$ cat config.mk
export PLATFORM = sky130hd
export DESIGN_NAME = lfu_cache_engine
export DESIGN_NICKNAME = d
export VERILOG_FILES = /design/src/rtl/lfu_pkg.sv /design/src/rtl/lfu_ctrl.sv /design/src/rtl/lfu_dp.sv /design/src/rtl/lfu_cache_engine.sv
export SDC_FILE = /design/constraint.sdc
export NUM_CORES = 2
export LEC_CHECK = 0
export ABC_AREA = 1
export ABC_CLOCK_PERIOD_IN_PS = 6000
export BUFFER_PORTS_ARGS = -buffer_cell sky130_fd_sc_hd__buf_2
export CORE_MARGIN = 4
export CORE_UTILIZATION = 56
export CTS_CLUSTER_DIAMETER = 120
export DETAILED_ROUTE_END_ITERATION = 10
export PLACE_DENSITY = 0.75
export SETUP_SLACK_MARGIN = 0.05
export SYNTH_ARGS = -nofsm -noshare
export SYNTH_HDL_FRONTEND = slang
export SYNTH_SLANG_ARGS = --single-unit
$ cat constraint.sdc
create_clock -name aclk -period 6 [get_ports aclk]
set_clock_uncertainty 0.2 [all_clocks]
set_input_delay 1.5 -clock aclk [delete_from_list [all_inputs] [get_ports aclk]]
set_output_delay 1.5 -clock aclk [all_outputs]
set_load 0.02 [all_outputs]
$ cat src/rtl/lfu_pkg.sv
// Shared constants and controller/datapath interface types for the LFU cache engine.
package lfu_pkg;

    localparam int MAX_ENTRIES_DEF = 16;
    localparam int CAP_W           = 5;
    localparam int KEY_W           = 32;
    localparam int DATA_W          = 32;
    localparam int USE_W           = 16;

    localparam logic [CAP_W-1:0]  CAP_RESET  = 5'd16;
    localparam logic [USE_W-1:0]  USE_MAX    = 16'hFFFF;
    localparam logic [DATA_W-1:0] MISS_VALUE = 32'hFFFF_FFFF;

    localparam logic ACT_GET = 1'b0;
    localparam logic ACT_PUT = 1'b1;

    // controller -> datapath
    typedef struct packed {
        logic start;     // latch request, clear scan results, rewind counter
        logic rd_en;     // read entry at counter, advance counter
        logic pass_upd;  // reads belong to the update pass
        logic decide;    // latch decision, rewind counter
        logic load_out;  // move result into output register
    } cmd_t;

    // datapath -> controller
    typedef struct packed {
        logic pass_last; // counter has passed the last entry
        logic out_free;  // output register can take a result
    } status_t;

endpackage

$ cat src/rtl/lfu_ctrl.sv
// Request sequencer of the LFU cache engine: scan pass, decision, update pass, response.
module lfu_ctrl (
    input  logic            aclk,
    input  logic            aresetn,
    input  logic            req_valid,
    output logic            req_ready,
    input  lfu_pkg::status_t status,
    output lfu_pkg::cmd_t    cmd
);

    typedef enum logic [2:0] {
        ST_IDLE,
        ST_SCAN,
        ST_DECIDE,
        ST_UPDATE,
        ST_RESP
    } state_t;

    state_t state_reg, state_next;

    always_comb begin
        state_next   = state_reg;
        cmd          = '0;
        req_ready    = 1'b0;
        unique case (state_reg)
            ST_IDLE: begin
                req_ready = 1'b1;
                if (req_valid) begin
                    cmd.start  = 1'b1;
                    state_next = ST_SCAN;
                end
            end
            ST_SCAN: begin
                cmd.rd_en = !status.pass_last;
                if (status.pass_last) begin
                    state_next = ST_DECIDE;
                end
            end
            ST_DECIDE: begin
                cmd.decide = 1'b1;
                state_next = ST_UPDATE;
            end
            ST_UPDATE: begin
                cmd.pass_upd = 1'b1;
                cmd.rd_en    = !status.pass_last;
                if (status.pass_last) begin
                    state_next = ST_RESP;
                end
            end
            ST_RESP: begin
                if (status.out_free) begin
                    cmd.load_out = 1'b1;
                    state_next   = ST_IDLE;
                end
            end
            default: state_next = ST_IDLE;
        endcase
    end

    always_ff @(posedge aclk) begin
        if (!aresetn) begin
            state_reg <= ST_IDLE;
        end else begin
            state_reg <= state_next;
        end
    end

endmodule

$ cat src/rtl/lfu_dp.sv
// Datapath of the LFU cache engine: entry memories, valid bits, scan and update logic.
module lfu_dp #(
    parameter int MAX_ENTRIES = lfu_pkg::MAX_ENTRIES_DEF
) (
    input  logic                              aclk,
    input  logic                              aresetn,
    input  logic                              cfg_we,
    input  logic [lfu_pkg::CAP_W-1:0]         cfg_wdata,
    input  logic                              s_action,
    input  logic signed [lfu_pkg::KEY_W-1:0]  s_lookup_key,
    input  logic signed [lfu_pkg::DATA_W-1:0] s_write_value,
    output logic                              m_valid,
    input  logic                              m_ready,
    output logic                              m_hit,
    output logic signed [lfu_pkg::DATA_W-1:0] m_read_value,
    output logic                              m_evicted,
    input  lfu_pkg::cmd_t                     cmd,
    output lfu_pkg::status_t                  status
);

    localparam int IDX_W = (MAX_ENTRIES > 1) ? $clog2(MAX_ENTRIES) : 1;
    localparam int OCC_W = $clog2(MAX_ENTRIES + 1);
    localparam int CMP_W = (OCC_W > lfu_pkg::CAP_W) ? OCC_W : lfu_pkg::CAP_W;
    localparam int KW    = lfu_pkg::KEY_W;
    localparam int DW    = lfu_pkg::DATA_W;
    localparam int UW    = lfu_pkg::USE_W;

    // entry storage
    logic [KW-1:0]    mem_key  [MAX_ENTRIES];
    logic [DW-1:0]    mem_val  [MAX_ENTRIES];
    logic [UW-1:0]    mem_use  [MAX_ENTRIES];
    logic [IDX_W-1:0] mem_rank [MAX_ENTRIES];

    logic [KW-1:0]    rd_key_reg;
    logic [DW-1:0]    rd_val_reg;
    logic [UW-1:0]    rd_use_reg;
    logic [IDX_W-1:0] rd_rank_reg;

    logic             wr_en;
    logic [IDX_W-1:0] wr_idx;
    logic [KW-1:0]    wr_key;
    logic [DW-1:0]    wr_val;
    logic [UW-1:0]    wr_use;
    logic [IDX_W-1:0] wr_rank;

    logic [MAX_ENTRIES-1:0] valid_reg;
    logic [OCC_W-1:0]       occ_reg;
    logic [lfu_pkg::CAP_W-1:0] cap_reg;

    logic [IDX_W:0]   cnt_reg;
    logic             p_vld_reg;
    logic             p_upd_reg;
    logic [IDX_W-1:0] p_idx_reg;

    // request
    logic          act_reg;
    logic [KW-1:0] key_reg;
    logic [DW-1:0] wv_reg;

    // scan results
    logic             mf_reg, vf_reg, ff_reg;
    logic [IDX_W-1:0] m_idx_reg, v_idx_reg, f_idx_reg;
    logic [IDX_W-1:0] m_rank_reg, v_rank_reg;
    logic [UW-1:0]    v_use_reg;
    logic [DW-1:0]    m_val_reg;

    // decision
    logic             touch_reg, ins_reg, ev_reg;
    logic [IDX_W-1:0] slot_reg;
    logic             res_hit_reg;
    logic [DW-1:0]    res_val_reg;

    // output register
    logic          out_vld_reg;
    logic          out_hit_reg;
    logic [DW-1:0] out_val_reg;
    logic          out_ev_reg;

    logic p_entry_vld;
    logic cap_zero;
    logic full;
    logic dec_touch, dec_ins, dec_ev;
    logic [IDX_W-1:0] dec_slot;

    assign status.pass_last = (cnt_reg == (IDX_W+1)'(MAX_ENTRIES));
    assign status.out_free  = !out_vld_reg || m_ready;

    assign p_entry_vld = valid_reg[p_idx_reg];

    assign cap_zero = (cap_reg == '0);
    assign full     = (CMP_W'(occ_reg) >= CMP_W'(cap_reg)) ||
                      (occ_reg == OCC_W'(MAX_ENTRIES));
    assign dec_touch = !cap_zero && mf_reg;
    assign dec_ins   = !cap_zero && (act_reg == lfu_pkg::ACT_PUT) && !mf_reg;
    assign dec_ev    = dec_ins && full;
    always_comb begin
        if (dec_ev) begin
            dec_slot = (ff_reg && (f_idx_reg < v_idx_reg)) ? f_idx_reg : v_idx_reg;
        end else begin
            dec_slot = f_idx_reg;
        end
    end

    // update pass write-back
    always_comb begin
        wr_en   = 1'b0;
        wr_idx  = p_idx_reg;
        wr_key  = rd_key_reg;
        wr_val  = rd_val_reg;
        wr_use  = rd_use_reg;
        wr_rank = rd_rank_reg;
        if (p_vld_reg && p_upd_reg) begin
            if (touch_reg && p_entry_vld) begin
                wr_en = 1'b1;
                if (p_idx_reg == m_idx_reg) begin
                    wr_rank = '0;
                    wr_use  = (rd_use_reg == lfu_pkg::USE_MAX) ? rd_use_reg
                                                               : rd_use_reg + 1'b1;
                    if (act_reg == lfu_pkg::ACT_PUT) begin
                        wr_val = wv_reg;
                    end
                end else if (rd_rank_reg < m_rank_reg) begin
                    wr_rank = rd_rank_reg + 1'b1;
                end
            end else if (ins_reg) begin
                if (p_idx_reg == slot_reg) begin
                    wr_en   = 1'b1;
                    wr_key  = key_reg;
                    wr_val  = wv_reg;
                    wr_use  = UW'(1);
                    wr_rank = '0;
                end else if (p_entry_vld && !(ev_reg && (rd_rank_reg > v_rank_reg))) begin
                    // evicted entry is already invalid; newer ones age by one to close its gap
                    wr_en   = 1'b1;
                    wr_rank = rd_rank_reg + 1'b1;
                end
            end
        end
    end

    always_ff @(posedge aclk) begin
        if (wr_en) begin
            mem_key[wr_idx]  <= wr_key;
            mem_val[wr_idx]  <= wr_val;
            mem_use[wr_idx]  <= wr_use;
            mem_rank[wr_idx] <= wr_rank;
        end
        if (cmd.rd_en) begin
            rd_key_reg  <= mem_key[cnt_reg[IDX_W-1:0]];
            rd_val_reg  <= mem_val[cnt_reg[IDX_W-1:0]];
            rd_use_reg  <= mem_use[cnt_reg[IDX_W-1:0]];
            rd_rank_reg <= mem_rank[cnt_reg[IDX_W-1:0]];
        end
    end

    // control state
    always_ff @(posedge aclk) begin
        if (!aresetn) begin
            cap_reg     <= lfu_pkg::CAP_RESET;
            valid_reg   <= '0;
            occ_reg     <= '0;
            cnt_reg     <= '0;
            p_vld_reg   <= 1'b0;
            out_vld_reg <= 1'b0;
        end else begin
            if (cfg_we) begin
                cap_reg <= cfg_wdata;
            end
            if (cmd.start || cmd.decide) begin
                cnt_reg <= '0;
            end else if (cmd.rd_en) begin
                cnt_reg <= cnt_reg + 1'b1;
            end
            p_vld_reg <= cmd.rd_en;
            if (cmd.decide) begin
                if (dec_ev) begin
                    valid_reg[v_idx_reg] <= 1'b0;
                end
                if (dec_ins && !dec_ev) begin
                    occ_reg <= occ_reg + 1'b1;
                end
            end
            if (p_vld_reg && p_upd_reg && ins_reg && (p_idx_reg == slot_reg)) begin
                valid_reg[slot_reg] <= 1'b1;
            end
            if (cmd.load_out) begin
                out_vld_reg <= 1'b1;
            end else if (m_ready) begin
                out_vld_reg <= 1'b0;
            end
        end
    end

    // payload registers
    always_ff @(posedge aclk) begin
        p_idx_reg <= cnt_reg[IDX_W-1:0];
        p_upd_reg <= cmd.pass_upd;
        if (cmd.start) begin
            act_reg <= s_action;
            key_reg <= s_lookup_key;
            wv_reg  <= s_write_value;
            mf_reg  <= 1'b0;
            vf_reg  <= 1'b0;
            ff_reg  <= 1'b0;
        end
        if (p_vld_reg && !p_upd_reg) begin
            if (p_entry_vld && !mf_reg && (rd_key_reg == key_reg)) begin
                mf_reg     <= 1'b1;
                m_idx_reg  <= p_idx_reg;
                m_rank_reg <= rd_rank_reg;
                m_val_reg  <= rd_val_reg;
            end
            if (p_entry_vld && (!vf_reg || (rd_use_reg < v_use_reg) ||
                ((rd_use_reg == v_use_reg) && (rd_rank_reg > v_rank_reg)))) begin
                vf_reg     <= 1'b1;
                v_idx_reg  <= p_idx_reg;
                v_use_reg  <= rd_use_reg;
                v_rank_reg <= rd_rank_reg;
            end
            if (!p_entry_vld && !ff_reg) begin
                ff_reg    <= 1'b1;
                f_idx_reg <= p_idx_reg;
            end
        end
        if (cmd.decide) begin
            touch_reg   <= dec_touch;
            ins_reg     <= dec_ins;
            ev_reg      <= dec_ev;
            slot_reg    <= dec_slot;
            res_hit_reg <= dec_touch;
            res_val_reg <= (dec_touch && (act_reg == lfu_pkg::ACT_GET)) ? m_val_reg
                                                                       : lfu_pkg::MISS_VALUE;
        end
        if (cmd.load_out) begin
            out_hit_reg <= res_hit_reg;
            out_val_reg <= res_val_reg;
            out_ev_reg  <= ev_reg;
        end
    end

    assign m_valid      = out_vld_reg;
    assign m_hit        = out_hit_reg;
    assign m_read_value = out_val_reg;
    assign m_evicted    = out_ev_reg;

endmodule

$ cat src/rtl/lfu_cache_engine.sv
// Top level of the LFU cache engine: sequencer plus entry datapath.
//
// Key-value cache of up to MAX_ENTRIES entries with least-frequently-used
// replacement, ties broken toward the least recently used entry. Each transfer
// on the s_ channel is a get (s_action 0) or a put (s_action 1) and yields
// exactly one transfer on the m_ channel. A request takes two passes: one
// pass over the entry memory finds the key, the victim and a free slot, a
// second read-modify-write pass ages the ranks and writes the touched or new
// entry; the single read port of the entry memory reads one entry per cycle
// in each pass. One request is in work at a time; a new request is taken
// while the previous result still waits in the output register. cfg_wdata
// sets the usable capacity (reset 16, clamped to MAX_ENTRIES, zero turns
// every request into a miss that changes nothing); write it only while the
// engine is idle. No clearing pass is needed after reset.
module lfu_cache_engine #(
    parameter int MAX_ENTRIES = lfu_pkg::MAX_ENTRIES_DEF
) (
    input  logic                              aclk,
    input  logic                              aresetn,
    // capacity register
    input  logic                              cfg_we,
    input  logic [lfu_pkg::CAP_W-1:0]         cfg_wdata,
    // request channel
    input  logic                              s_valid,
    output logic                              s_ready,
    input  logic                              s_action,
    input  logic signed [lfu_pkg::KEY_W-1:0]  s_lookup_key,
    input  logic signed [lfu_pkg::DATA_W-1:0] s_write_value,
    // result channel
    output logic                              m_valid,
    input  logic                              m_ready,
    output logic                              m_hit,
    output logic signed [lfu_pkg::DATA_W-1:0] m_read_value,
    output logic                              m_evicted
);

    lfu_pkg::cmd_t    cmd;
    lfu_pkg::status_t status;

    // sequencer: idle -> scan -> decide -> update -> respond
    lfu_ctrl u_ctrl (
        .aclk      (aclk),
        .aresetn   (aresetn),
        .req_valid (s_valid),
        .req_ready (s_ready),
        .status    (status),
        .cmd       (cmd)
    );

    // entry memories, valid bits, occupancy and output register
    lfu_dp #(
        .MAX_ENTRIES (MAX_ENTRIES)
    ) u_dp (
        .aclk          (aclk),
        .aresetn       (aresetn),
        .cfg_we        (cfg_we),
        .cfg_wdata     (cfg_wdata),
        .s_action      (s_action),
        .s_lookup_key  (s_lookup_key),
        .s_write_value (s_write_value),
        .m_valid       (m_valid),
        .m_ready       (m_ready),
        .m_hit         (m_hit),
        .m_read_value  (m_read_value),
        .m_evicted     (m_evicted),
        .cmd           (cmd),
        .status        (status)
    );

endmodule

==> metrics.md <==
| Metric | Value |
|---|---|
| Slew headroom | `6.94%` |
| Post_cts resized | `0` |
| CTS tree | `yes` |
| Iter 0 DRT Violations | `6392` |
| Yosys reg bits | `1678` |
| Largest registers | `u_dp.mem_key x512, u_dp.mem_val x512, u_dp.mem_use x256` |
| Layout overhead on the synthesized area | `10.8%` |
| IO Port Bufs | `110` |
| Worst EP required | `6.22 ns` |
| Total Routing Usage GR | `26.4%` |
| Crit Path Category | `flip-flop to flip-flop` |
| Worst R2R Start | `u_dp.p_idx_reg[0]` |
| H-tree depth | `4` |
| FP Rows | `126` |
| Peak VDD IR | `0.000314 V` |
| RSZ-0062 raised after global routing | `false` |
| Status | `complete, no violations` |
| Vias per Instance | `6.28` |
| Period utilization | `74.8%` |
| CTS sink count | `1678` |
| I/O pin total | `111` |
| PwrDens | `414 nW/µm²` |
| First-pass GRT wire length | `251 mm` |
| Core Footprint | `118000 µm²` |
| DR pass1 iterations | `6` |
| Post-synthesis async set-or-reset flop share | `0%` |
| Final Hold Fails | `0` |
| Placed Area | `68900 µm²` |
| Final TNS setup | `0 ns` |
| Hold Crit Class | `flip-flop to flip-flop` |
| Top FF cell, synth | `edfxtp_1` |
| DP HPWL | `86.7 mm` |
| Post-Syn Area per Cell | `12.8 µm²` |
| Final WL | `169 mm` |
| Period minus WS final | `4.49 ns` |
| Sequential Area | `50000 µm²` |
| Synthesized area | `66800 µm²` |
| Worst Tran Pin Value | `1.39 ns` |
| Most frequent cells in the layout | `edfxtp_1 (1634), nor2_1 (800), o21ai_0 (792), nand2_1 (539), inv_1 (222)` |
| Clock latency on the worst-skew pair | `0.78 ns` |
| Total die area | `125000 µm²` |
| Root buffer cell | `clkbuf_16` |
| FILL cells | `8510` |
| Post-synth EDFFs | `1634` |
| Max-slew violations | `0` |
| Vias in the first global route | `41.0k` |
| Num CTS Buffers | `161` |
| Largest net degree at the start of global routing | `241` |
| Starting Density | `56.5%` |
| Global route overflow | `0` |
| Chip Width | `353 µm` |
| CP startpoint | `u_dp.p_idx_reg[0]` |
| Fmax | `0.223 GHz` |
| Critical Path Fanout Max | `28` |
| Setup violators final | `0` |
| Max-Cap Viols | `0` |
| DR WL/cell | `24.4 µm` |
| Routability cong. | `0.890` |
| Area of the multi-input gates | `14900 µm²` |
| Final instance area | `74000 µm²` |
| CTS hold repair buffers | `0` |
| Commonest non-fill, non-tap cell in the layout | `edfxtp_1` |
| Post-place setup slack | `1.59 ns` |
| Crit path DAT | `4.71 ns` |
| Post-Syn Instances | `5217` |
| Register area share after synthesis | `74.8%` |
| Initial antenna violation count | `4` |
| Lkg Pwr | `24.6 nW` |
| Via count | `43.4k` |
| Nets | `5362` |
| Share of layout cells above drive strength 1 | `8.61%` |
| CP Launch Type | `flip-flop` |
| Max Buffers Root-to-Sink | `3` |
| Setup WS post-layout | `1.51 ns` |
| Post-CTS Setup Inserts | `0` |
| Post-route antenna net violation count | `0` |
| Chip height | `353 µm` |
| Synth warnings | `0` |
| DRC | `0` |
| Hold path startpoint | `u_dp.res_val_reg[14]` |
| Syn_nets | `5329` |
| Netlist cell types | `48` |
| CP Capture Type | `flip-flop` |
| Worst-path clk slew | `0.06 ns` |
==> layout make-up <==
type | count | area share, %
Antenna cell | 1 | 0.00338
Clock buffer | 203 | 5.67
Clock inverter | 88 | 1.21
Inverter | 231 | 1.21
Multi-Input combinational cell | 2994 | 20.1
Sequential cell | 1678 | 67.5
Tap cell | 1536 | 2.60
Timing Repair Buffer | 184 | 1.71
==> kinds of logic (layout without fill, tap and decap cells) <==
logic type | Yosys count | after routing | synth area share [%]
other cells | 0 | 1 | 0
simple gates | 1632 | 1632 | 9.83
flops | 1678 | 1678 | 74.8
mux | 10 | 10 | 0.150
xor+xnor | 27 | 27 | 0.354
fa+ha+maj | 37 | 37 | 0.693
buf+inv | 545 | 706 | 3.17
compound gates | 1288 | 1288 | 11.0
==> cell usage after synthesis (2+ instances only) <==
library cell | instances | area [µm²]
o21ai_0 | 793 | 3970
mux2i_1 | 10 | 100
ha_1 | 37 | 463
nor4_1 | 3 | 18.8
nand2_2 | 2 | 12.5
buf_6 | 3 | 33.8
nand3_1 | 195 | 976
o221ai_1 | 140 | 1230
xnor2_1 | 6 | 52.6
o22ai_1 | 199 | 1240
clkbuf_1 | 263 | 987
buf_4 | 5 | 37.5
or2_2 | 11 | 68.8
o21ai_1 | 12 | 60.1
nor2_1 | 820 | 3080
dfxtp_1 | 44 | 881
o211ai_1 | 36 | 270
inv_1 | 229 | 860
nand2_1 | 539 | 2020
inv_2 | 2 | 7.51
nor3_2 | 2 | 20.0
edfxtp_1 | 1634 | 49100
buf_2 | 23 | 115
nor3_1 | 26 | 130
xor2_1 | 21 | 184
a211oi_1 | 2 | 15.0
a21oi_1 | 79 | 395
a21boi_0 | 2 | 15.0
clkbuf_2 | 2 | 10.0
nand4_1 | 23 | 144
a31oi_1 | 17 | 106
buf_1 | 18 | 67.6
nor2_2 | 4 | 25.0
==> critical path, stage by stage, from the launching register on <==
cell and delay, ns:
dfxtp_1 0.67, inv_1 0.33, nand2_1 0.12, nand2_1 0.06, nand2_1 0.05, nand2_1 0.10, nand2_1 0.07, nand2_1 0.08
inv_1 0.07, nand2_2 0.09, nand2_2 0.11, buf_4 0.38, nand3_2 0.58, o21ai_0 0.35, nor2_1 0.06, nor2_1 0.77
==> layer usage <==
| metal | global-route usage [%] | up-vias | part of all wire (%) |
|---|---|---|---|
| met2 | 41.2 | 2704 | 46 |
| met3 | 5.50 | 423 | 12 |
| li1 | - | 19200 | - |
| met5 | 0 | - | 0 |
| met4 | 10.0 | 0 | 3.5 |
| met1 | 37.0 | 21100 | 38 |
==> power by group <==
| part | internal [mW] | switching [mW] | total, mW | leakage (nW) |
|---|---|---|---|---|
| sequential | 14.4 | 0.607 | 15.1 | 14.9 |
| combinational | 1.45 | 4.30 | 5.75 | 7.23 |
| clock | 5.51 | 4.31 | 9.82 | 2.48 |
| total | 21.4 | 9.22 | 30.6 | 24.6 |
==> final timing paths <==
path | to | slack, ns | depth (start not counted)
hold / removal | u_dp.m_read_value[14] | 0.22 | 0
hold reg to reg | u_dp.m_read_value[14] | 0.22 | 0
setup / recovery | u_dp.mem_val[14][28] | 1.51 | 15
setup reg to reg | u_dp.mem_val[14][28] | 1.51 | 15
==> through the flow <==
step | power [mW] | std cells | utilization, % | hold slack [ns]
after floorplan | 18.9 | 5217 | - | 0.129
after global placement | 20.7 | 6623 | 58.3 | 0.202
after detailed placement | 20.9 | 6623 | 58.3 | 0.205
after CTS | 30.6 | 6914 | 62.6 | 0.217
after global routing | 31.8 | 6914 | 62.6 | 0.224
final | 30.6 | 6915 | 62.6 | 0.216
No activity file was read; power rests on OpenSTA's default activity.
